===== src/design/mfps_pkg.sv =====
`default_nettype none

package mfps_pkg;

  // Fixed field widths of the ports.
  localparam int VAL_W     = 16;
  localparam int SUM_OUT_W = 21;
  localparam int COL_W     = 7;
  localparam int GS_W      = 7;

  localparam logic [GS_W-1:0] GS_RESET = 7'd8;

  // Largest value that the best_sum port can carry.
  localparam int SUM_OUT_MAX = 2097151;

  // Control flags that travel with a cell value down the chain.
  typedef struct packed {
    logic valid;
    logic done;       // the running sum has been computed
    logic first_row;  // the row above is all zeros
    logic first_col;  // no above-left neighbor
    logic has_right;  // an above-right neighbor exists
    logic last_row;
    logic last_cell;  // last cell of the grid, produces the result
  } mfps_flags_t;

endpackage

`default_nettype wire


===== src/design/mfps_collect.sv =====
`default_nettype none

module mfps_collect
  import mfps_pkg::*;
#(
  parameter int SUM_W = 22
) (
  input  wire                        clk_i,
  input  wire                        rst_ni,
  input  wire                        en_i,
  input  wire                        clr_i,
  input  wire  mfps_flags_t          flags_i,
  input  wire  signed [SUM_W-1:0]    sum_i,
  input  wire                        out_stall_i,
  output logic                       hold_o,
  output logic                       out_valid_o,
  output logic [SUM_OUT_W-1:0]       best_sum_o,
  output logic [COL_W-1:0]           best_column_o
);

  logic signed [SUM_W-1:0]  best_q;
  logic        [COL_W-1:0]  idx_q;
  logic        [COL_W-1:0]  cnt_q;
  logic                     out_valid_q;
  logic [SUM_OUT_W-1:0]     best_sum_q;
  logic [COL_W-1:0]         best_col_q;

  logic        [COL_W-1:0]  col1;
  logic                     upd;
  logic signed [SUM_W-1:0]  best_n;
  logic        [COL_W-1:0]  idx_n;
  logic signed [31:0]       best_ext;
  logic [SUM_OUT_W-1:0]     best_sat;
  logic                     take;

  // Items reach this point in column order, so a counter gives the column.
  assign col1   = cnt_q + 7'd1;
  assign upd    = flags_i.last_row && (sum_i > best_q);
  assign best_n = upd ? sum_i : best_q;
  assign idx_n  = upd ? col1 : idx_q;

  always_comb begin
    best_ext = 32'(best_n);
    if (best_ext > SUM_OUT_MAX) begin
      best_sat = '1;
    end else begin
      best_sat = best_ext[SUM_OUT_W-1:0];
    end
  end

  // A finished grid cannot leave the chain while the output register holds a stalled result.
  assign hold_o = out_valid_q && out_stall_i && flags_i.valid && flags_i.last_cell;
  assign take   = en_i && flags_i.valid;

  always_ff @(posedge clk_i or negedge rst_ni) begin
    if (!rst_ni) begin
      best_q <= '0;
      idx_q  <= '0;
      cnt_q  <= '0;
    end else if (clr_i) begin
      best_q <= '0;
      idx_q  <= '0;
      cnt_q  <= '0;
    end else if (take) begin
      cnt_q <= flags_i.has_right ? col1 : '0;
      if (flags_i.last_cell) begin
        best_q <= '0;
        idx_q  <= '0;
      end else begin
        best_q <= best_n;
        idx_q  <= idx_n;
      end
    end
  end

  always_ff @(posedge clk_i or negedge rst_ni) begin
    if (!rst_ni) begin
      out_valid_q <= 1'b0;
    end else if (take && flags_i.last_cell) begin
      out_valid_q <= 1'b1;
    end else if (!out_stall_i) begin
      out_valid_q <= 1'b0;
    end
  end

  always_ff @(posedge clk_i) begin
    if (take && flags_i.last_cell) begin
      best_sum_q <= best_sat;
      best_col_q <= idx_n;
    end
  end

  assign out_valid_o   = out_valid_q;
  assign best_sum_o    = best_sum_q;
  assign best_column_o = best_col_q;

endmodule

`default_nettype wire


===== config.mk =====
export PLATFORM = sky130hd
export DESIGN_NAME = mfps_collect
export DESIGN_NICKNAME = d
export VERILOG_FILES = /design/src/design/mfps_pkg.sv /design/src/design/mfps_collect.sv
export SDC_FILE = /design/constraint.sdc
export NUM_CORES = 1
export LEC_CHECK = 0
export BUFFER_PORTS_ARGS = -buffer_cell sky130_fd_sc_hd__buf_2
export CORE_MARGIN = 3
export CORE_UTILIZATION = 28
export CTS_CLUSTER_DIAMETER = 40
export DETAILED_ROUTE_END_ITERATION = 6
export PLACE_DENSITY = 0.52
export SETUP_SLACK_MARGIN = 0.2
export SLEW_MARGIN = 20
export SYNTH_ARGS = -nofsm -noshare
export SYNTH_HDL_FRONTEND = slang
export SYNTH_SLANG_ARGS = --single-unit

===== constraint.sdc =====
create_clock -name clk_i -period 3.05 [get_ports clk_i]
set_input_delay 0.305 -clock clk_i [delete_from_list [all_inputs] [get_ports clk_i]]
set_output_delay 0.305 -clock clk_i [all_outputs]
set_load 0.01 [all_outputs]

Word level (Yosys, flattened, before mapping)
Cells that the tools add are included.

Register bits after elaboration: 65. Bits in latches: 0. Bits in writable memories: 0. Bits in read-only memories: 0. Bits of input ports: 34. Output and inout bits: 30. Word-level logic and storage cells: 30. Memories kept: 0.

$add $sub $neg: 1. Multiply operators: 0. Div/mod/pow operators: 0. Magnitude comparators: 2. Equal/unequal tests: 1. Shift-type cells: 0. Multiplexer cells: 13. Bitwise operators: 0. Reductions and logical operators: 7.

Operators by type and width (number): 2-to-1 mux 22 bit (4); 2-to-1 mux 7 bit (7); greater-than comparator 22 bit (1); greater-than comparator 22 bit, second input constant (1); adder 7 x 1 -> 7 bit, second input constant (1); logical AND 1 bit (6); 2-to-1 mux 1 bit (2); != test 2 x 1 -> 1 bit, second input constant (1); nonzero test 2 bit (1).

Depth between registers and ports, before layout
Gate-level depths: netlist (run 1).

Word-level depth: 6. Mapped depth: 11. Mapped depth without buffers: 8.

Least setup slack after synthesis (run 1)
No wires, ideal clock.

Path type: reg-to-reg. From: register best_q[4]. To: register best_col_q[6] (netlist: best_column_o[6]), data pin. Library setup time: 259 ps. Data arrival time: 2377 ps. Required time: 2791 ps. Path slack: 414 ps. Stages on the path, launching flop included: 12. Buffers on the path: 3. Clock period less this slack: 2636 ps. Cells stage by stage: dfrtp_1 > inv_1 > ha_1 > and4_1 > o21a_1 > o31ai_1 > and4b_1 > clkbuf_1 > buf_2 > buf_2 > mux2i_1 > a211o_1.

Cells in the longest elaborated chain, start to end: 3.

Ends and longest elaborated chain: start, declared (RTL line mfps_collect.sv:21) `logic signed [SUM_W-1:0] best_q;`; start signal, assigned (RTL line mfps_collect.sv:70) `best_q <= best_n;`; greater-than comparator 22 bit (RTL line mfps_collect.sv:38) `assign upd = flags_i.last_row && (sum_i > best_q);`; logical AND 1 bit (RTL line mfps_collect.sv:38); 2-to-1 mux 7 bit (RTL line mfps_collect.sv:40) `assign idx_n = upd ? col1 : idx_q;`; via idx_n[6] (RTL line mfps_collect.sv:31) `logic [COL_W-1:0] idx_n;`; end signal, assigned (RTL line mfps_collect.sv:89) `best_col_q <= idx_n;`; end, declared (RTL line mfps_collect.sv:26) `logic [COL_W-1:0] best_col_q;`.

The timed path passes the listed nets, and every way through them passes these cells. A chain may end at the register's enable or synchronous reset.

Worst setup path in the final report (run 1)
From: register best_q[20]. To: register best_sum_q[3] (netlist: best_sum_o[3]), data pin.

Cells in the longest elaborated chain, start to end: 4.

Ends and longest elaborated chain: greater-than comparator 22 bit (RTL line mfps_collect.sv:38); logical AND 1 bit (RTL line mfps_collect.sv:38); 2-to-1 mux 22 bit * (RTL line mfps_collect.sv:39) `assign best_n = upd ? sum_i : best_q;`; greater-than comparator 22 bit (RTL line mfps_collect.sv:44) `if (best_ext > SUM_OUT_MAX) begin`; end signal, assigned (RTL line mfps_collect.sv:88) `best_sum_q <= best_sat;`; end, declared (RTL line mfps_collect.sv:25) `logic [SUM_OUT_W-1:0] best_sum_q;`.

Every way passes the cells marked *; elsewhere a longest branch is shown, timed or not.

==> run summary, run 1 <==
OUTCOME
---------------------------------------------------------------------------------
Result of the run .................................................. complete, no violations

STA
---------------------------------------------------------------------------------
Summed negative setup slack over all endpoints .....................         0 ns
Transition time at the pin with the least slew margin ..............    0.9533 ns
Setup-failing EPs final ............................................            0
Worst path setup slack after routing ...............................    0.3464 ns
Final critical path time including I/O delays and setup ............     2.704 ns
Fmax ...............................................................    369.9 MHz
Final cycle utilization of the critical path .......................       88.64%
Hold Vio Cnt, Final ................................................            0
Unrepaired setup endpoints after global routing ....................           no
Setup Skew .........................................................  0.008761 ns
Rel. slew slack ....................................................       36.45%
Total count of max-transition violations in the final report .......            0

CRITICAL PATH
---------------------------------------------------------------------------------
Setup crit end kind ................................................         flop
Reg-to-reg startpoint .............................................. best_q[20]$_DFFE_PN0P_
Register-to-Register Setup Slack ...................................      0.35 ns
Reg-to-Reg End ..................................................... best_sum_o[3]$_SDFFCE_PN1P_
Worst setup path startpoint ........................................ best_q[20]$_DFFE_PN0P_
Critical path start-end classification ............................. flop to flop
Arr. time, crit path ...............................................      2.76 ns
Crit path capture .................................................. best_sum_o[3]$_SDFFCE_PN1P_
Critical path peak fanout ..........................................           39
Kind of start point of the critical path ...........................         flop
Depth of the worst register-to-register path .......................            9
Required time reported for the critical path endpoint ..............      3.11 ns

FINAL LAYOUT
---------------------------------------------------------------------------------
Post-Layout Cell Count .............................................          732
Leading cell types in the layout, fill and taps excluded ........... sky130_fd_sc_hd__nand2_1, sky130_fd_sc_hd__buf_2, sky130_fd_sc_hd__nand3_1
Most common library cell in the layout ignoring fill and taps ...... sky130_fd_sc_hd__nand2_1
NumNets Final ......................................................          573
Share of post-route cells with drive strength above 1 ..............       24.18%
Antenna diode count ................................................            0
Fin area ...........................................................     5289 um2
P&R area growth vs syn .............................................       19.14%
Filler cell count ..................................................         1591

FLOORPLAN
---------------------------------------------------------------------------------
Placement Rows .....................................................           45
Die Footprint ......................................................    17400 um2
Core area ..........................................................    15370 um2
Die Y-Extent .......................................................     131.9 um
Num ports ..........................................................           64
Die X-Extent .......................................................     131.9 um
Initial core utilization ...........................................       28.88%

YOSYS
---------------------------------------------------------------------------------
Simple logic cell fraction of the synthesized area .................       17.95%
Async set or reset register ratio after synthesis ..................       56.92%
Sequential area share after synthesis ..............................       39.80%
Average instance area after synthesis ..............................    9.609 um2
Gate Count Post-Synth ..............................................          462
Number of storage elements in the synthesis netlist ................           65
Mux share of post-synthesis cell area ..............................       14.63%
Complex-gate fraction of the synthesized area ......................       14.23%
Xor/xnor share of the synthesized area .............................      0.9865%
Number of unique standard cell types used by synthesis .............           40
Synth Net Count ....................................................          519
Synthesized cell area ..............................................     4439 um2
Combinational family with the most area after synthesis ............ simple AND/OR/NAND/NOR gates
Adder-cell area share of the yosys netlist .........................       6.483%
Top_reg_cell synth ................................................. sky130_fd_sc_hd__dfrtp_1
Warnings from Yosys ................................................            0
Post-synth EDFFs ...................................................           28

PWR
---------------------------------------------------------------------------------
Fraction of power spent switching nets .............................       26.15%
Worst supply voltage drop on vdd ...................................    0.2265 mV
Leakage power of the design ........................................     1.992 nW
Power density normalized to cell area .............................. 419.2 nW/um2
Switching Power ....................................................  0.0005797 W
Sequential share of power ..........................................        42.6%
Clock network power share ..........................................        42.4%
Design internal power ..............................................   0.001637 W
Share of total power in combinational logic ........................        15.0%

ROUTE
---------------------------------------------------------------------------------
Pre-Repair DR Iteration Count ......................................            4
DRC violation total after the first TritonRoute iteration ..........          203
Routed wire per std cell ...........................................     15.90 um
Final wirelength ...................................................     11640 um
Total via count in the routed design ...............................         3772
Remaining antenna violation count ..................................            0
Drt drc ............................................................            0
Vias per cell ......................................................        5.153

CLOCK TREE
---------------------------------------------------------------------------------
Clock tree from TritonCTS ..........................................          yes
Number of levels in the clock H-tree ...............................            3
Source-to-sink clock delay at the later pin of the worst-skew pair .      0.33 ns
Clock Root Buffer .................................................. sky130_fd_sc_hd__clkbuf_16
Clock Pin Slew Worst Setup and Hold Paths ..........................      0.05 ns
TritonCTS Sinks ....................................................           65
Number of buffers on the longest clock path ........................            2
TritonCTS buffer count .............................................            9
CTS hold repair buffers ............................................            0

PLACED DESIGN
---------------------------------------------------------------------------------
Total of buffers placed on input and output ports ..................           60
Total placed cells including tap cells .............................          711
Estimated wirelength of the detail-placed design ...................      7840 um
Area of placed instances ...........................................     4976 um2
Routability-driven placement congestion ratio ......................       0.7514
Post-placement setup slack .........................................    0.1711 ns

GRT
---------------------------------------------------------------------------------
Global Route Usage Sum .............................................       13.66%
GR Overflow Total ..................................................            0
Number of antenna violations at the first check in global routing ..            0
First-pass GRT wire length .........................................     19320 um
Via count of the first global-routing pass .........................         3836
Pin count of the biggest net entering global routing ...............           59

RUN
---------------------------------------------------------------------------------
Max capacitance violation total ....................................            0

MIN PATH
---------------------------------------------------------------------------------
Type of the most critical hold path ................................ primary input to async pin

-- power by group through the flow --
stage               Clock [W]  Sequential [W]  Combinational, W
detailed placement          0        0.000961          0.000328
finish               0.000940        0.000944          0.000332
floorplan                   0        0.000967          0.000195
global placement            0        0.000960          0.000321
CTS                  0.000973        0.000944          0.000329
global route          0.00101        0.000946          0.000372
-- layer usage --
layer	share of wire [%]	track usage, %	up-vias	wire, um
met5	0	0	-	0
met4	1.3	3.792	0	148
met3	5.0	3.550	9	582
met2	46	21.72	90	5400
met1	47	18.43	1854	5504
li1	-	-	1819	-
-- critical path, cell delays in order (launching register included) --
cell and delay (ns):
sky130_fd_sc_hd__dfrtp_1 0.38, sky130_fd_sc_hd__inv_1 0.07, sky130_fd_sc_hd__ha_1 0.31, sky130_fd_sc_hd__nand4_2 0.18, sky130_fd_sc_hd__or4_4 0.61, sky130_fd_sc_hd__o21a_4 0.28
sky130_fd_sc_hd__buf_8 0.19, sky130_fd_sc_hd__nand3_1 0.11, sky130_fd_sc_hd__mux2_2 0.15, sky130_fd_sc_hd__o211ai_1 0.11
-- timing repair --
item                       in CTS  in global routing
setup endpoints to repair       1                 23
gates resized for setup         1                  2
pin swaps                       0                  3
buffers inserted                0                  5
-- layout make-up --
class	count	area [um2]	share of cell area (%)
repair buffers	82	473.0	8.943
clock buffers	16	261.5	4.944
well taps	211	264.0	4.992
multi-input cells	333	2430	45.94
inverters	25	93.84	1.774
flip-flops and latches	65	1767	33.40
-- synth_stat cells, types with 8 or more instances --
master	count	share of area, %
sky130_fd_sc_hd__mux2_2	26	6.6
sky130_fd_sc_hd__nor3_1	10	1.1
sky130_fd_sc_hd__dfrtp_1	37	21
sky130_fd_sc_hd__inv_1	25	2.1
sky130_fd_sc_hd__o211ai_1	20	3.4
sky130_fd_sc_hd__a32o_1	29	6.5
sky130_fd_sc_hd__and3_1	11	1.6
sky130_fd_sc_hd__nand3_1	58	6.5
sky130_fd_sc_hd__buf_2	9	1.0
sky130_fd_sc_hd__mux2_1	21	5.3
sky130_fd_sc_hd__ha_1	23	6.5
sky130_fd_sc_hd__nor2_1	8	0.68
sky130_fd_sc_hd__nand2_1	68	5.7
sky130_fd_sc_hd__mux2i_1	12	2.7
sky130_fd_sc_hd__a21oi_1	12	1.4
sky130_fd_sc_hd__edfxtp_1	28	19
sky130_fd_sc_hd__clkbuf_1	24	2.0
-- cells by family after synthesis --
group | after synthesis
AOI/OAI and AO/OA | 78
xor gates and xnor gates | 5
adders and majority gates | 23
buffers and inverters | 64
DFF | 65
muxes | 59
and+or+nand+nor | 168
-- sequential cells by signal (all words and copies together) (netlist names) --
signal and count:
best_q 22, idx_q 7, out_valid_o 1, best_sum_o 21, best_column_o 7, cnt_q 7
-- stage by stage --
step           total power, W  hold WS, ns  utilization, %
5_1_grt              0.002327       0.1911           34.41
3_5_place_dp         0.001288       0.4891           32.37
6_report             0.002217       0.1094           34.41
2_1_floorplan        0.001162     0.009409               -
4_1_cts              0.002246       0.1491           34.10
3_3_place_gp         0.001281       0.4795           32.37
-- worst min path at each step --
stage | cells past startpoint | endpoint | slack, ns | start
floorplan | 0 | best_q[0]$_DFFE_PN0P_ | 0.009 | rst_ni
global placement | 1 | out_valid_o$_DFFE_PN0P_ | 0.48 | out_valid_o$_DFFE_PN0P_
detailed placement | 1 | out_valid_o$_DFFE_PN0P_ | 0.49 | out_valid_o$_DFFE_PN0P_
CTS | 1 | best_q[14]$_DFFE_PN0P_ | 0.15 | rst_ni
global route | 1 | best_q[14]$_DFFE_PN0P_ | 0.19 | rst_ni
finish | 1 | best_q[14]$_DFFE_PN0P_ | 0.11 | rst_ni
Note: power is estimated with default switching activity, not from simulation.
==> inputs of run 2 (changes only) <==
ABC_AREA = 1   (was unset)
PLACE_DENSITY = 0.53   (was 0.52)
==> run 2 against run 1 <==
Synthesized area shrank 16%. Sequential power grew 2%. Count of clock-buffer cells in the layout down 7. Highest routed layer unchanged. Sequential share of layout area increased by 5.5 points. Final cell count down 6.7%. Global-route usage down 1.1 points. Critical path type unchanged. Synthesized cell count fell by 3.9%. Combinational power is 6.6% lower. Utilization up 1.0 points. Maximum frequency increased by 9.5%.
==> run summary, run 2 <==
ROUTE
---------------------------------------------------------------------------------
DRC violation total after the first TritonRoute iteration ..........          166
Vias per cell ......................................................        4.312
Final wirelength ...................................................      8596 um
Drt drc ............................................................            0
Remaining antenna violation count ..................................            0
Pre-Repair DR Iteration Count ......................................            4
Total via count in the routed design ...............................         2945
Routed wire per std cell ...........................................     12.59 um

CRITICAL PATH
---------------------------------------------------------------------------------
Required time reported for the critical path endpoint ..............      3.13 ns
Kind of start point of the critical path ...........................         flop
Depth of the worst register-to-register path .......................           11
Critical path start-end classification ............................. flop to flop
Critical path peak fanout ..........................................           17
Arr. time, crit path ...............................................      2.55 ns
Setup crit end kind ................................................         flop
Register-to-Register Setup Slack ...................................      0.58 ns

YOSYS
---------------------------------------------------------------------------------
Largest cells by area after synthesis .............................. sky130_fd_sc_hd__dfrtp_1, sky130_fd_sc_hd__edfxtp_1, sky130_fd_sc_hd__nand2_1
Top cells by count, synth .......................................... sky130_fd_sc_hd__nand2_1, sky130_fd_sc_hd__inv_1, sky130_fd_sc_hd__nand3_1
Number of unique standard cell types used by synthesis .............           28
Warnings from Yosys ................................................            0
Post-synth top area cell ........................................... sky130_fd_sc_hd__dfrtp_1
Most repeated cell in the gate-level netlist after synthesis ....... sky130_fd_sc_hd__nand2_1
Average instance area after synthesis ..............................    8.378 um2
Synthesized cell area ..............................................     3720 um2
Synth Net Count ....................................................          501
Post-synth EDFFs ...................................................           28
Number of storage elements in the synthesis netlist ................           65
Area share of the leading cell type in the synthesized netlist .....       24.89%
Sequential area share after synthesis ..............................       47.49%
Top_reg_cell synth ................................................. sky130_fd_sc_hd__dfrtp_1
Async set or reset register ratio after synthesis ..................       56.92%
Gate Count Post-Synth ..............................................          444

FINAL LAYOUT
---------------------------------------------------------------------------------
P&R area growth vs syn .............................................       22.07%
Antenna diode count ................................................            0
Flip-flop count of the largest register after layout ...............           22
Most common library cell in the layout ignoring fill and taps ...... sky130_fd_sc_hd__nand2_1
Leading cell types in the layout, fill and taps excluded ........... sky130_fd_sc_hd__nand2_1, sky130_fd_sc_hd__inv_1, sky130_fd_sc_hd__buf_2
Register containing the most flip-flops in the final layout ........       best_q
NumNets Final ......................................................          563
Filler cell count ..................................................         1356
Share of post-route cells with drive strength above 1 ..............       19.77%

FLOORPLAN
---------------------------------------------------------------------------------
Num ports ..........................................................           64
Die Y-Extent .......................................................     121.3 um
Die X-Extent .......................................................     121.3 um
Placement Rows .....................................................           41
Core area ..........................................................    12820 um2
Die Footprint ......................................................    14700 um2
Initial core utilization ...........................................       29.00%

STA
---------------------------------------------------------------------------------
Setup Skew .........................................................  0.007327 ns
Hold Vio Cnt, Final ................................................            0
Total count of max-transition violations in the final report .......            0
Rel. slew slack ....................................................       39.26%
Transition time at the pin with the least slew margin ..............    0.9111 ns
Final cycle utilization of the critical path .......................       80.98%
Setup-failing EPs final ............................................            0
Unrepaired setup endpoints after global routing ....................           no
Final critical path time including I/O delays and setup ............     2.470 ns
Fmax ...............................................................    404.9 MHz
Summed negative setup slack over all endpoints .....................         0 ns

PWR
---------------------------------------------------------------------------------
Power consumption ..................................................   0.002377 W
Worst supply voltage drop on vdd ...................................    0.2413 mV
Power density normalized to cell area .............................. 523.5 nW/um2
Fraction of power spent switching nets .............................       25.02%
Leakage power of the design ........................................     2.314 nW
Clock network power share ..........................................        46.5%
Share of total power in combinational logic ........................        13.0%
Design internal power ..............................................   0.001782 W
Switching Power ....................................................  0.0005947 W
Sequential share of power ..........................................        40.4%

GRT
---------------------------------------------------------------------------------
Pin count of the biggest net entering global routing ...............           38
GR Overflow Total ..................................................            0
Number of antenna violations at the first check in global routing ..            0
First-pass GRT wire length .........................................     14570 um
Global Route Usage Sum .............................................       12.54%
Via count of the first global-routing pass .........................         3043

CLOCK TREE
---------------------------------------------------------------------------------
TritonCTS buffer count .............................................            9
Post-CTS Setup Repair Bufs .........................................            0
Source-to-sink clock delay at the later pin of the worst-skew pair .      0.33 ns
Clock Root Buffer .................................................. sky130_fd_sc_hd__clkbuf_16
Clock tree from TritonCTS ..........................................          yes
Number of levels in the clock H-tree ...............................            3
CTS hold repair buffers ............................................            0
Number of buffers on the longest clock path ........................            2
TritonCTS Sinks ....................................................           65
Clock Pin Slew Worst Setup and Hold Paths ..........................      0.06 ns
Gates resized, CTS repair ..........................................            0

PLACED DESIGN
---------------------------------------------------------------------------------
Routability-driven placement congestion ratio ......................       0.7649
Total of buffers placed on input and output ports ..................           60
Estimated wirelength of the detail-placed design ...................      5918 um

MIN PATH
---------------------------------------------------------------------------------
Type of the most critical hold path ................................ primary input to async pin

OUTCOME
---------------------------------------------------------------------------------
Result of the run .................................................. complete, no violations

RUN
---------------------------------------------------------------------------------
Max capacitance violation total ....................................            0

==> run 2: logic make-up after synthesis <==
| logic type | share of synthesized area [%] |
|---|---|
| AND/OR/NAND/NOR | 31.11 |
| buffers and inverters | 10.09 |
| flip-flops | 47.49 |
| adder cells (fa/ha/maj) | 7.736 |
| AO/OA/AOI/OAI | 2.388 |
| XOR/XNOR | 1.177 |
==> run 2: path summary, 6_finish.rpt <==
check	from	to
max in group asynchronous	rst_ni	best_q[5]$_DFFE_PN0P_
setup / recovery	best_q[21]$_DFFE_PN0P_	best_sum_o[20]$_SDFFCE_PN1P_
hold reg to reg	idx_q[1]$_DFFE_PN0P_	idx_q[1]$_DFFE_PN0P_
min in group clk_i	out_stall_i	out_valid_o$_DFFE_PN0P_
setup reg to reg	best_q[21]$_DFFE_PN0P_	best_sum_o[20]$_SDFFCE_PN1P_
hold / removal	rst_ni	out_valid_o$_DFFE_PN0P_
==> run 2: metrics by stage <==
stage / std cells / instance area (um2) / hold WS [ns] / setup slack, ns / util, %
after detailed placement: 667 / 4222 / 0.4649 / 0.5280 / 32.92
final: 683 / 4541 / 0.1103 / 0.5801 / 35.40
after global routing: 683 / 4541 / 0.1827 / 0.3407 / 35.40
after CTS: 683 / 4541 / 0.1470 / 0.5807 / 35.40
after floorplan: 444 / 3720 / 0.009409 / 0.9860 / -
after global placement: 667 / 4222 / 0.4616 / 0.5684 / 32.92
==> run 2: metal layers <==
layer	track usage (%)	wire length [um]	up-vias
li1	-	-	1524
met1	15.29	3866	1356
met2	21.50	4199	59
met3	4.103	445	6
met4	3.011	85	0
met5	0	0	-
==> run 2: power by group through the flow <==
stage               Combinational [W]  Clock [W]  Sequential, W
floorplan                    0.000202          0       0.000986
global placement             0.000313          0       0.000978
detailed placement           0.000316          0       0.000978
CTS                          0.000317    0.00114       0.000962
global route                 0.000358    0.00117       0.000964
finish                       0.000310    0.00111       0.000961
==> run 2: area by class of cell <==
type	count	area [um2]	share of cell area, %
clock buffers	9	225.2	4.960
clock inverters	7	93.84	2.067
inverters	74	277.8	6.117
multi-input cells	290	1592	35.05
flip-flops and latches	65	1767	38.91
well taps	172	215.2	4.740
repair buffers	66	370.4	8.157
==> run 2: worst max-delay path: stages (launching register included) <==
cell and delay [ns]:
sky130_fd_sc_hd__dfrtp_1 0.35, sky130_fd_sc_hd__inv_1 0.06, sky130_fd_sc_hd__ha_1 0.34, sky130_fd_sc_hd__nand2_2 0.12
sky130_fd_sc_hd__o21bai_1 0.11, sky130_fd_sc_hd__nand2_1 0.06, sky130_fd_sc_hd__nor2_1 0.22, sky130_fd_sc_hd__nand4_1 0.16
sky130_fd_sc_hd__nand2_2 0.30, sky130_fd_sc_hd__buf_12 0.21, sky130_fd_sc_hd__nand3_1 0.10, sky130_fd_sc_hd__and2_1 0.20
