## config.mk

```make
export PLATFORM = sky130hd
export DESIGN_NAME = mfps_cell
export DESIGN_NICKNAME = d
export VERILOG_FILES = /design/src/design/mfps_pkg.sv /design/src/design/mfps_cell.sv
export SDC_FILE = /design/constraint.sdc
export NUM_CORES = 1
export LEC_CHECK = 0
export BUFFER_PORTS_ARGS = -buffer_cell sky130_fd_sc_hd__buf_2
export CAP_MARGIN = 40
export CORE_ASPECT_RATIO = 1.25
export CORE_UTILIZATION = 47
export DETAILED_ROUTE_END_ITERATION = 10
export GPL_TIMING_DRIVEN = 0
export PLACE_DENSITY_LB_ADDON = 0.25
export SYNTH_ARGS = -nofsm -noshare
export SYNTH_HDL_FRONTEND = slang
export SYNTH_SLANG_ARGS = --single-unit
```

## constraint.sdc

```tcl
create_clock -name clk_i -period 6.85 [get_ports clk_i]
set_input_delay 0.3425 -clock clk_i [delete_from_list [all_inputs] [get_ports clk_i]]
set_output_delay 0.3425 -clock clk_i [all_outputs]
set_load 0.02 [all_outputs]
```

## src/design/mfps_pkg.sv

```systemverilog
`default_nettype none

package mfps_pkg;

  // Fixed field widths of the ports.
  localparam int VAL_W     = 16;
  localparam int SUM_OUT_W = 21;
  localparam int COL_W     = 7;
  localparam int GS_W      = 7;

  localparam logic [GS_W-1:0] GS_RESET = 7'd8;

  // Largest value that the best_sum port can carry.
  localparam int SUM_OUT_MAX = 2097151;

  // Control flags that travel with a cell value down the chain.
  typedef struct packed {
    logic valid;
    logic done;       // the running sum has been computed
    logic first_row;  // the row above is all zeros
    logic first_col;  // no above-left neighbor
    logic has_right;  // an above-right neighbor exists
    logic last_row;
    logic last_cell;  // last cell of the grid, produces the result
  } mfps_flags_t;

endpackage

`default_nettype wire

```

## src/design/mfps_cell.sv

```systemverilog
`default_nettype none

module mfps_cell
  import mfps_pkg::*;
#(
  parameter int SUM_W = 22,
  parameter int HOP_W = 6,
  parameter bit FWD_PREV = 1'b0
) (
  input  wire                      clk_i,
  input  wire                      rst_ni,
  input  wire                      en_i,
  input  wire                      clr_i,
  input  wire  mfps_flags_t        flags_i,
  input  wire  signed [VAL_W-1:0]  value_i,
  input  wire         [HOP_W-1:0]  hops_i,
  input  wire  signed [SUM_W-1:0]  sum_i,
  input  wire  signed [SUM_W-1:0]  left_old_i,
  input  wire  signed [SUM_W-1:0]  right_prev_i,
  output mfps_flags_t              flags_o,
  output logic signed [VAL_W-1:0]  value_o,
  output logic        [HOP_W-1:0]  hops_o,
  output logic signed [SUM_W-1:0]  sum_o,
  output logic signed [SUM_W-1:0]  prev_o,
  output logic signed [SUM_W-1:0]  old_o
);

  mfps_flags_t              flags_q;
  logic signed [VAL_W-1:0]  value_q;
  logic        [HOP_W-1:0]  hops_q;
  logic signed [SUM_W-1:0]  sum_q;
  logic signed [SUM_W-1:0]  prev_q;
  logic signed [SUM_W-1:0]  old_q;

  logic                     hit;
  logic signed [SUM_W-1:0]  above;
  logic signed [SUM_W-1:0]  left;
  logic signed [SUM_W-1:0]  right;
  logic signed [SUM_W-1:0]  best3;
  logic signed [SUM_W-1:0]  sum_d;

  // The item computes here once its hop count has run down to zero.
  assign hit = flags_q.valid && !flags_q.done && (hops_q == '0);

  always_comb begin
    above = flags_q.first_row ? '0 : prev_q;
    left  = (flags_q.first_row || flags_q.first_col) ? '0 : left_old_i;
    right = (flags_q.first_row || !flags_q.has_right) ? '0 : right_prev_i;
    best3 = above;
    if (left > best3) begin
      best3 = left;
    end
    if (right > best3) begin
      best3 = right;
    end
    sum_d = SUM_W'(value_q) + best3;
  end

  always_ff @(posedge clk_i or negedge rst_ni) begin
    if (!rst_ni) begin
      flags_q <= '0;
    end else if (clr_i) begin
      flags_q <= '0;
    end else if (en_i) begin
      flags_q <= flags_i;
    end
  end

  always_ff @(posedge clk_i) begin
    if (en_i) begin
      value_q <= value_i;
      hops_q  <= hops_i;
      sum_q   <= sum_i;
    end
  end

  // The old sum stays behind for the next column's above-left neighbor.
  always_ff @(posedge clk_i) begin
    if (en_i && hit && !clr_i) begin
      prev_q <= sum_d;
      old_q  <= prev_q;
    end
  end

  always_comb begin
    flags_o      = flags_q;
    flags_o.done = flags_q.done | hit;
  end

  assign value_o = value_q;
  assign hops_o  = (hops_q == '0) ? '0 : hops_q - 1'b1;
  assign sum_o   = hit ? sum_d : sum_q;
  // In a grid of side two the second column of the row above is still being
  // computed here while the first column of the next row needs it.
  assign prev_o  = (FWD_PREV && hit) ? sum_d : prev_q;
  assign old_o   = old_q;

endmodule

`default_nettype wire

```

* Word-level counts from Yosys, hierarchy flattened *
Cells that the tools add are included.

storage, ports and cells
  bits in registers = 95
  input bits = 99
  output and inout bits = 95
  word-level logic and storage cells = 37

operators by class
  add/subtract/negate cells = 2
  $lt $le $gt $ge = 2
  mux-type cells = 9
  bitwise operators = 1
  reduce and logical (&&, ||, !) cells = 11

operators by type and width
  cell                 count
  $mux 22              6
  $gt 22x22->1         2
  $add 16x22->22       1
  $mux 7               2
  $logic_not 6->1      1
  $mux 6               1
  $sub 6x1->6 const B  1
  $logic_and 1x1->1    4
  $logic_not 1->1      3
  $logic_or 1x1->1     2
  $reduce_bool 2->1    1
  $or 1x1->1           1

* Longest topological paths before layout *
Gate-level depths: netlist of the first run.

  word-level depth = 8
  depth in mapped cells = 33
  depth with buffers taken out = 30

* Worst setup path before layout of the first run *
No wires, ideal clock.

  kind = reg2out
  from = register flags_q (netlist bit flags_o[4])
  to = output port sum_o[20]
  arrival time = 7.294 ns
  required time = 6.508 ns
  slack = -0.787 ns
  stages on the path, launching flop included = 33
  buffers on the path = 3
  path through = dfrtp_1 > nor2_1 > clkbuf_1 > nand2_1 > inv_1 > ha_1 > and4_1 > o21a_1 > o31a_1 > nor3_1 > xnor2_1 > nand2b_1 > buf_2 > mux2_2 > ha_1 > nand4_1 > nor3_1 > o311ai_1 > o211ai_1 > mux2i_1 > clkbuf_1 > a21oi_1 > ha_1 > fa_1 > a21o_1 > a21oi_1 > o21ai_1 > a31o_2 > a31oi_1 > a211oi_1 > nor3_1 > nor2_1 > o211ai_1

between the ends
  word-level cells in the longest chain between the ends = 8
  elaborated cells on any way between the ends = 11
  those cells by class = 1 x add/sub; 2 x order compare; 6 x mux; 2 x reduce/logical

RTL lines
  item                    RTL line         text
  start, declared         mfps_cell.sv:28  mfps_flags_t flags_q;
  start signal, assigned  mfps_cell.sv:65  flags_q <= flags_i;
  $logic_or 1x1->1        mfps_cell.sv:47  left = (flags_q.first_row || flags_q.first_col) ? '0 : left_old_i;
  $mux 22                 mfps_cell.sv:47
  $gt 22x22->1            mfps_cell.sv:50  if (left > best3) begin
  $mux 22                 mfps_cell.sv:50
  $gt 22x22->1            mfps_cell.sv:53  if (right > best3) begin
  $mux 22 (*)             mfps_cell.sv:53
  $add 16x22->22 (*)      mfps_cell.sv:56  sum_d = SUM_W'(value_q) + best3;
  $mux 22 (*)             mfps_cell.sv:92  assign sum_o = hit ? sum_d : sum_q;
  end, declared           mfps_cell.sv:23  output logic signed [SUM_W-1:0] sum_o,

Every way passes the cells marked *; elsewhere a longest branch is shown, timed or not.

* Worst setup path after layout of the first run *
  from = register flags_q (netlist bit flags_o[4])
  to = output port sum_o[17]

between the ends
  word-level cells in the longest chain between the ends = 8
  elaborated cells on any way between the ends = 11
  those cells by class = 1 x add/sub; 2 x order compare; 6 x mux; 2 x reduce/logical

RTL lines
  item                RTL line         text
  $logic_or 1x1->1    mfps_cell.sv:47
  $mux 22             mfps_cell.sv:47
  $gt 22x22->1        mfps_cell.sv:50
  $mux 22             mfps_cell.sv:50
  $gt 22x22->1        mfps_cell.sv:53
  $mux 22 (*)         mfps_cell.sv:53
  $add 16x22->22 (*)  mfps_cell.sv:56
  via sum_d[17]       mfps_cell.sv:40  logic signed [SUM_W-1:0] sum_d;
  $mux 22 (*)         mfps_cell.sv:92

Mark *: on every way through the listed nets, which the timed path passes. The rest lies on a longest branch.

==> results of run 1 <==
==> routing by layer <==
layer | up-vias | GRT usage | wire length, um
met3 | 67 | 0.0465 | 1450
li1 | 2732 | - | -
met2 | 295 | 0.478 | 10800
met4 | 0 | 0.140 | 937
met1 | 2864 | 0.333 | 8140
met5 | - | 0 | 0
==> cells in the mapped netlist (all sizes together), types with 2 or more instances <==
| master | count |
|---|---|
| mux2 | 26 |
| ha | 67 |
| edfxtp | 88 |
| buf | 11 |
| a21o | 8 |
| nor2 | 25 |
| a22o | 2 |
| a211oi | 3 |
| and3 | 2 |
| dfrtp | 7 |
| a21boi | 3 |
| a21oi | 31 |
| o211ai | 2 |
| nand2 | 109 |
| xor2 | 7 |
| xnor2 | 15 |
| nor2b | 6 |
| o21ai | 13 |
| nor4 | 2 |
| clkbuf | 12 |
| nand4 | 10 |
| nand3 | 8 |
| or3 | 3 |
| o31ai | 4 |
| nor3 | 12 |
| o21a | 6 |
| a211o | 2 |
| nand2b | 31 |
| and2 | 3 |
| a31oi | 2 |
| a311o | 2 |
| mux2i | 30 |
| inv | 48 |
==> layout make-up <==
type / instances / area share
Buffer: 23 / 0.0220
Clock buffer: 11 / 0.0243
Clock inverter: 5 / 0.00848
Inverter: 48 / 0.0188
Multi-Input combinational cell: 451 / 0.430
Sequential cell: 95 / 0.294
Tap cell: 171 / 0.0223
Timing Repair Buffer: 260 / 0.181
==> logic make-up (layout without fill, tap and decap cells) <==
| kind of cell | after synthesis | after routing | synth area share |
|---|---|---|---|
| AND/OR/NAND/NOR | 216 | 216 | 0.159 |
| adder cells (fa/ha/maj) | 68 | 68 | 0.135 |
| XOR/XNOR | 22 | 22 | 0.0303 |
| flip-flops | 95 | 95 | 0.442 |
| multiplexers | 56 | 56 | 0.0937 |
| buffers and inverters | 71 | 347 | 0.0464 |
| AO/OA/AOI/OAI | 89 | 89 | 0.0941 |
==> registers in the layout (all words and copies together), names as in the netlist <==
| signal | flops |
|---|---|
| hops_q | 6 |
| prev_o | 22 |
| value_o | 16 |
| sum_q | 22 |
| old_o | 22 |
| flags_q | 1 |
| flags_o | 6 |
==> power breakdown <==
part | switching (uW) | internal [uW] | total, uW
combinational | 560 | 545 | 1100
clock | 230 | 321 | 551
sequential | 14.8 | 683 | 697
==> critical path: cells and delay by family, from the launching register on <==
family	cells	cell delay [ns]
and+or+nand+nor	10	1.74
adders and majority gates	3	0.75
xor gates and xnor gates	2	0.34
buffers and inverters	9	1.18
AOI/OAI and AO/OA	9	1.98
DFF	1	0.48
muxes	3	0.98
==> metrics by stage <==
stage | worst slack, ns | std cells | area (um2) | utilization
global placement | -1.42 | 980 | 7620 | 0.576
floorplan | 0.0109 | 617 | 6450 | -
finish | -1.35 | 1064 | 9590 | 0.725
global route | -1.70 | 1064 | 9590 | 0.725
detailed placement | -1.59 | 985 | 7680 | 0.580
CTS | -1.09 | 1039 | 8880 | 0.671
==> worst paths after layout <==
check / slack (ns) / end / start / cells past startpoint
max in group asynchronous: 6.33 / flags_o[4] / rst_ni / 2
min in group asynchronous: 0.35 / flags_o[3] / rst_ni / 2
max: -1.35 / sum_o[17] / flags_o[4] / 36
max reg2reg: -0.71 / prev_o[21] / flags_o[4] / 35
min reg2reg: 0.48 / old_o[19] / prev_o[19] / 0
min: 0.16 / value_o[7] / value_i[7] / 1
==> timing repair <==
| item | CTS | global route |
|---|---|---|
| setup endpoints to repair | 37 | 36 |
| gates resized for setup | 104 | 100 |
| pin swaps | 54 | 46 |
| hold buffers | 1 | 0 |
| cloned | 5 | 1 |
| hold endpoints to repair | 7 | 0 |
| setup buffers | 32 | 24 |
==> metrics, run 1 <==
status=finished with violations; failing checks=negative setup slack; Crit path required time=~6.5 ns; Via density=5.60; final setup fails=31; FILL cells=roughly 960; final setup margin=-1.35 ns; Mapped Area=between 6000 and 7000 um2; n_diodes=0; # rows=47; Clock Tree Root=clkbuf_16; Pins Over Slew Limit=0; setup TNS=-21.83 ns; routed wire length=21.4 mm; Clock Skew=around 0.011 ns; total number of vias=around 6,000; CP Capture Type=primary output; Num CTS Buffers=9; Seq cells post-synth=between 90 and 100; largest net degree at the start of global routing=38; clk buf depth=2; Multi-input gate area=roughly 4100 um2; first-pass GRT wire length=29.6 mm; area growth from synthesis to layout=50.6%; Chip Width=106 um; hold slack=approximately 0.16 ns; Slew @ Worst Pin=~0.74 ns; CP most frequent cell=nand4_1; final worst-path cycle share=1.20; FF/Latch Area=2820 um2; worst hold path class=in2reg; synth top area cells=edfxtp_1, ha_1, nand2_1, mux2i_1, mux2_2; die area=about 14,000 um2; CP Launch Type=register; grt ovf=0; Nets=~1,100; First-pass DRT Iterations=4; die height=about 130 um; VDD IR-drop max=about 0.17 mV; RSZ-0062 raised after global routing=yes; Avg Cell Area, Syn=between 10 and 15 um2; critical path arrival=between 7 and 8 ns; Design Power=around 2400 uW; core box area=approximately 13,000 um2; Clock Latency Late Sink=about 0.36 ns; Remaining DRCs=0; crit path max fanout=6; initial core utilization=0.481; number of synthesized flops with an enable pin=88; Syn Inst Count=a little over 600; GPL Wtd Cong=roughly 0.86; sequential area share after synthesis=0.442; CP Class=reg2out; Slew HR=0.508; leading cell types in the layout, fill and taps excluded=buf_2, nand2_1, edfxtp_1; vias in the first global route=a little under 6,000; slowest CP cell=a2111oi_4; PD cells=245 nW/um2; Synthesis Warnings=0; CTS tree=yes; I/O Buffers=roughly 190; remaining antenna violation count=0; # Max-Cap Violations=0; Leakage Power=0.00449 uW; Iteration-0 DRC Markers=slightly above 400; WL/cell=20.1 um; top cell type's share of synthesized area=0.415; Async S/R FF share, synth=0.0737; final hold vios=0; initial antenna violation count=0; Worst-path clk slew=~0.07 ns; CTS sink count=95; HPWL Detailed=approximately 14 mm; Ports=194; cell taking the most area after synthesis=edfxtp_1; H-tree depth=3; Tot GR Track Use=0.278; Net Count, Synth=between 700 and 800; Final Critical Period=~8 ns; max incr delay on CP=roughly 0.50 ns; most common cell after layout, fill and taps aside=buf_2; synth unique cells=57; main flop type after synthesis=edfxtp_1; FMAX=approximately 120 MHz; ratio of cells with drive above 1 in the final layout=0.482
Note: power is estimated with default switching activity, not from simulation.
==> run 2, diff against run 1 <==
Settings changed: GPL_TIMING_DRIVEN 0 to unset.
==> run 2 against run 1 <==
  * The run still ends with negative setup slack left
  * Fmax increased by 8.3%
  * First-iteration DRC count decreased by 34%
  * Cell count increased by 2.8%
  * Critical path depth decreased by 2
  * Largest cell class unchanged
==> metrics, run 2 (same netlist as run 1, synthesis figures left out) <==
largest net degree at the start of global routing=53 (+39%); placed insts=1,067 (+8.3%); Nets=1,085 (+2.8%); CP most frequent cell=buf_4; Clock Tree Root=clkbuf_16; most common cell after layout, fill and taps aside=buf_2; VDD IR-drop max=0.199 mV (+18%); Iteration-0 DRC Markers=265 (-34%); final hold vios=0 (unchanged); area growth from synthesis to layout=46.5%; metal3 WL=788 um (-46%); n_diodes=0 (unchanged); Post-Layout Inst Area=9330 um2 (-2.7%); HPWL Detailed=13.6 mm (-1.8%); R2R cell count=32 (-8.6%); Setup WS pre-CTS=-0.583 ns (+1.01 ns); Worst-path clk slew=0.07 ns (about the same); post-place instance area=8340 um2 (+8.6%); H-tree depth=3 (unchanged); initial core utilization=0.481 (unchanged); First-pass DRT Iterations=4 (unchanged); # rows=47 (unchanged); status=finished with violations; Clock Latency Late Sink=0.35 ns (about the same); Pins Over Slew Limit=0 (unchanged); first-pass GRT wire length=28.6 mm (-3.4%); CTS tree=yes; Chip Width=106 um (unchanged); Num CTS Buffers=9 (unchanged); Leakage Power=0.00447 uW (-0.54%); Slew HR=0.544 (+0.0359); die area=14,000 um2 (unchanged); die height=132 um (unchanged); WL/cell=16.4 um (-18%); Clock Skew=0.0125 ns (+0.00169 ns); wl on met1=7.58 mm (-6.9%); initial antenna violation count=0 (unchanged); internal reg-to-reg setup slack=-0.03 ns (+0.68 ns); leading cell types in the layout, fill and taps excluded=buf_2, buf_4, nand2_1; # Max-Cap Violations=0 (unchanged); Remaining DRCs=0 (unchanged); reg2reg end=prev_o[21]; crit path buf inv count=8 (-1); crit path max fanout=26 (+20); met2 WL=9.07 mm (-16%); worst flop-to-flop path startpoint=flags_o[4]; max incr delay on CP=0.44 ns (-0.06 ns); worst hold path depth=1 (unchanged); Final Critical Period=7.57 ns (-0.630 ns); Largest delay share family, worst path=compound AO/OA/AOI/OAI gates; ratio of cells with drive above 1 in the final layout=0.485 (+0.00385); GPL Wtd Cong=0.860 (-0.24%); failing checks=negative setup slack; setup TNS=-6.27 ns (+15.56 ns); critical path arrival=7.23 ns (-0.63 ns); final non-filler cell total=1,094 (+2.8%); total number of vias=5,690 (-4.5%); final setup margin=-0.722 ns (+0.630 ns); core box area=13,200 um2 (unchanged); slowest CP cell=dfrtp_2; CP Capture Type=primary output; final setup fails=15 (-52%); PD cells=232 nW/um2 (-5.4%); remaining antenna violation count=0 (unchanged); CP Class=reg2out; Crit path required time=6.51 ns (about the same); clk buf depth=2 (unchanged); Tot GR Track Use=0.260 (-0.0176); routed wire length=18.0 mm (-16%); Worst Hold End=hops_q[4]; hold slack=0.164 ns (+0.00338 ns); CTS sink count=95 (unchanged); final worst-path cycle share=1.11 (-0.0919); Via density=5.20 (-7.1%); HP Start=hops_i[4]; vias in the first global route=6,026 (+2.9%); Ports=194 (unchanged); grt ovf=0 (unchanged); worst hold path class=in2reg; CP Launch Type=register; FMAX=132 MHz (+8.3%); I/O Buffers=193 (+0.52%); top layer in use=met4; RSZ-0062 raised after global routing=yes; Slew @ Worst Pin=0.685 ns (-0.0506 ns)
-- run 2: metrics by stage --
stage               power (uW)   util
floorplan                 1200      -
global placement          1490  0.629
detailed placement        1510  0.630
CTS                       2100  0.686
global route              2270  0.705
finish                    2170  0.705
-- run 2: cell type report --
class	count	area (um2)
Clock inverter	7	53.8
Inverter	48	180
Timing Repair Buffer	313	1970
Multi-Input combinational cell	451	3870
Clock buffer	9	225
Fill cell	984	3900
Sequential cell	95	2820
Tap cell	171	214
-- run 2: layer usage --
| layer | vias to the layer above | track usage |
|---|---|---|
| met1 | 2684 | 0.313 |
| met5 | - | 0 |
| met2 | 177 | 0.453 |
| met3 | 43 | 0.0455 |
| met4 | 0 | 0.114 |
| li1 | 2786 | - |
-- run 2: worst max path at each step --
stage	from	to	slack (ns)	depth (start not counted)
floorplan	flags_o[4]	sum_o[21]	0.01	29
global placement	flags_o[4]	sum_o[21]	-0.45	29
detailed placement	flags_o[4]	sum_o[21]	-0.58	30
CTS	flags_o[4]	sum_o[20]	-0.71	32
global route	flags_o[4]	sum_o[16]	-0.98	34
finish	flags_o[4]	sum_o[16]	-0.72	34
-- run 2: power by group --
part | internal, uW | switching (uW)
logic | 491 | 490
registers | 683 | 15.0
clock network | 250 | 237
total | 1420 | 742
-- run 2: repair_timing --
item	CTS	global route
endpoints found under the setup margin	22	26
setup buffers	7	3
gates resized for setup	71	41
endpoints found under the hold margin	7	0
hold buffers	1	0
pin swaps	35	19
==> run 3, diff against run 2 <==
Settings changed: CORE_UTILIZATION 47 to 50, CTS_CLUSTER_SIZE set to 12.
Clock period 6.85 ns to 8.8 ns, I/O delays scaled along.
==> run 3 against run 2 <==
  * The run now ends clean
  * First-iteration DRC count fell by 11%
  * Core utilization shrank 6.0 points
  * Wire length fell by 11%
  * Clock skew shrank 0.0060 ns
  * Sequential share of layout area rose by 5.4 points
  * Via count is 7.3% lower
  * Critical path depth is 2 lower
  * Flip-flop and latch count is the same
  * Design area shrank 15%
  * Global-route usage shrank 1.5 points
  * Setup slack improved by 1.2 ns
  * Critical path type unchanged
==> metrics, run 3 (same netlist as run 1, synthesis figures left out) <==
Clock Tree Root=clkbuf_16; slowest CP cell=dfrtp_2; First-pass DRT Iterations=5 (+1); GPL Wtd Cong=0.925 (+7.5%); largest net degree at the start of global routing=53 (unchanged); worst flop-to-flop path startpoint=flags_o[4]; RSZ-0062 raised after global routing=no; internal reg-to-reg setup slack=1.30 ns (+1.33 ns); Final Critical Period=8.31 ns; metal3 WL=968 um (+23%); P_int=1020 uW (-29%); setup TNS=0 ns (+6.27 ns); final worst-path cycle share=0.945; Via density=5.37 (+3.3%); CP Class=reg2out; # rows=45 (-4.3%); routed wire length=16.0 mm (-11%); clk buf depth=2 (unchanged); first-pass GRT wire length=24.3 mm (-15%); initial antenna violation count=1 (+1); Chip Width=103 um (-3.0%); leading cell types in the layout, fill and taps excluded=buf_2, nand2_1, edfxtp_1; Clock power frac=0.285 (+0.060); crit path max fanout=23 (-12%); Slew HR=0.551 (+0.00742); H-tree depth=3 (unchanged); Crit path required time=8.36 ns (+1.85 ns); Clock Latency Late Sink=0.34 ns (about the same); worst hold path class=in2reg; crit path to=sum_o[20]; initial core utilization=0.519 (+0.0375); Iteration-0 DRC Markers=236 (-11%); Post-Layout Inst Area=7920 um2 (-15%); CTS tree=yes; VDD IR-drop max=0.133 mV (-33%); Slew @ Worst Pin=0.673 ns (-0.0111 ns); CP Capture Type=primary output; Num CTS Buffers=9 (unchanged); ratio of cells with drive above 1 in the final layout=0.323 (-0.163); most common cell after layout, fill and taps aside=buf_2; met2 WL=8.04 mm (-11%); Tot GR Track Use=0.246 (-0.0149); FMAX=roughly 120 MHz; sw frac=0.322 (-0.0206); status=completed; wl on met1=6.54 mm (-14%); post-place instance area=7530 um2 (-9.7%); CTS sink count=95 (unchanged); grt ovf=0 (unchanged); remaining antenna violation count=0 (unchanged); critical path arrival=7.87 ns (+0.64 ns); die area=13,200 um2 (-5.9%); final hold vios=0 (unchanged); CP Launch Type=register; Comb power frac=0.353 (-0.100); PD cells=189 nW/um2 (-18%); R2R cell count=31 (-3.1%); reg2reg end=prev_o[20]; I/O Buffers=193 (unchanged); CP Launch Point=flags_o[4]; Nets=980 (-9.7%); # Max-Cap Violations=0 (unchanged); top layer in use=met5; n_diodes=0 (unchanged); Ports=194 (unchanged); HPWL Detailed=12.8 mm (-6.2%); core box area=12,300 um2 (-7.2%); final setup fails=0 (-15); Pins Over Slew Limit=0 (unchanged); total number of vias=5,275 (-7.3%); vias in the first global route=5,171 (-14%); share of power burned in registers=0.362 (+0.040); NetSw=483 uW (-35%); Worst-path clk slew=0.07 ns (about the same); Clock Skew=0.00650 ns (-0.00598 ns); Remaining DRCs=0 (unchanged); area growth from synthesis to layout=24.4%; die height=128 um (-3.0%); WL/cell=16.3 um (-0.71%); Leakage Power=0.00384 uW (-14%); max incr delay on CP=0.46 ns (+0.02 ns)
## run 3: area by class of cell
class                           instances  area [um2]
Tap cell                              164         205
Sequential cell                        95        2820
Clock buffer                           10         239
Multi-Input combinational cell        451        3300
Timing Repair Buffer                  208        1090
Inverter                               48         180
Clock inverter                          6        91.3
Fill cell                            1067        4350
## run 3: stage by stage
step	instances	utilization	total power, uW	setup slack, ns	hold slack (ns)
2_1_floorplan	617	-	926	1.07	0.144
3_3_place_gp	960	0.612	1050	0.654	0.295
3_5_place_dp	961	0.613	1060	0.317	0.300
4_1_cts	982	0.644	1500	0.217	0.258
5_1_grt	982	0.645	1580	0.0341	0.261
6_report	982	0.645	1500	0.487	0.269
## run 3: layer usage
layer  vias to the layer above  global-route usage
li1                       2585                   -
met1                      2463               0.295
met2                       187               0.423
met3                        38              0.0469
met4                         2               0.108
met5                         -                   0
## run 3: power groups by stage
stage / combinational, uW / clock [uW] / sequential [uW]
6_report: 529 / 428 / 543
5_1_grt: 582 / 448 / 545
4_1_cts: 522 / 433 / 543
3_5_place_dp: 510 / 0 / 553
3_3_place_gp: 493 / 0 / 552
2_1_floorplan: 369 / 0 / 557
## run 3: how the worst min path moves through the flow
stage             start    endpoint  slack, ns  cells after the start
4_1_cts        sum_i[2]    sum_q[2]       0.26                      1
5_1_grt        sum_i[3]    sum_q[3]       0.26                      1
3_5_place_dp     rst_ni  flags_o[3]       0.30                      1
6_report       sum_i[2]    sum_q[2]       0.27                      1
2_1_floorplan    rst_ni  flags_o[0]       0.14                      0
3_3_place_gp     rst_ni  flags_o[2]       0.30                      1
## run 3: worst max-delay path: cells and delay by family (launching register included)
family,cells,cell delay (ns)
AND/OR/NAND/NOR,9,1.53
AO/OA/AOI/OAI,13,2.78
adder cells (fa/ha/maj),4,1.37
flip-flops,1,0.46
multiplexers,2,0.60
buffers and inverters,3,0.61
XOR/XNOR,1,0.16
## run 3: what timing repair did
action	in CTS	in global routing
hold buffers	1	0
endpoints found under the hold margin	7	0
setup endpoints to repair	7	8
gates resized for setup	0	4
pin swaps	0	1
setup buffers	4	0
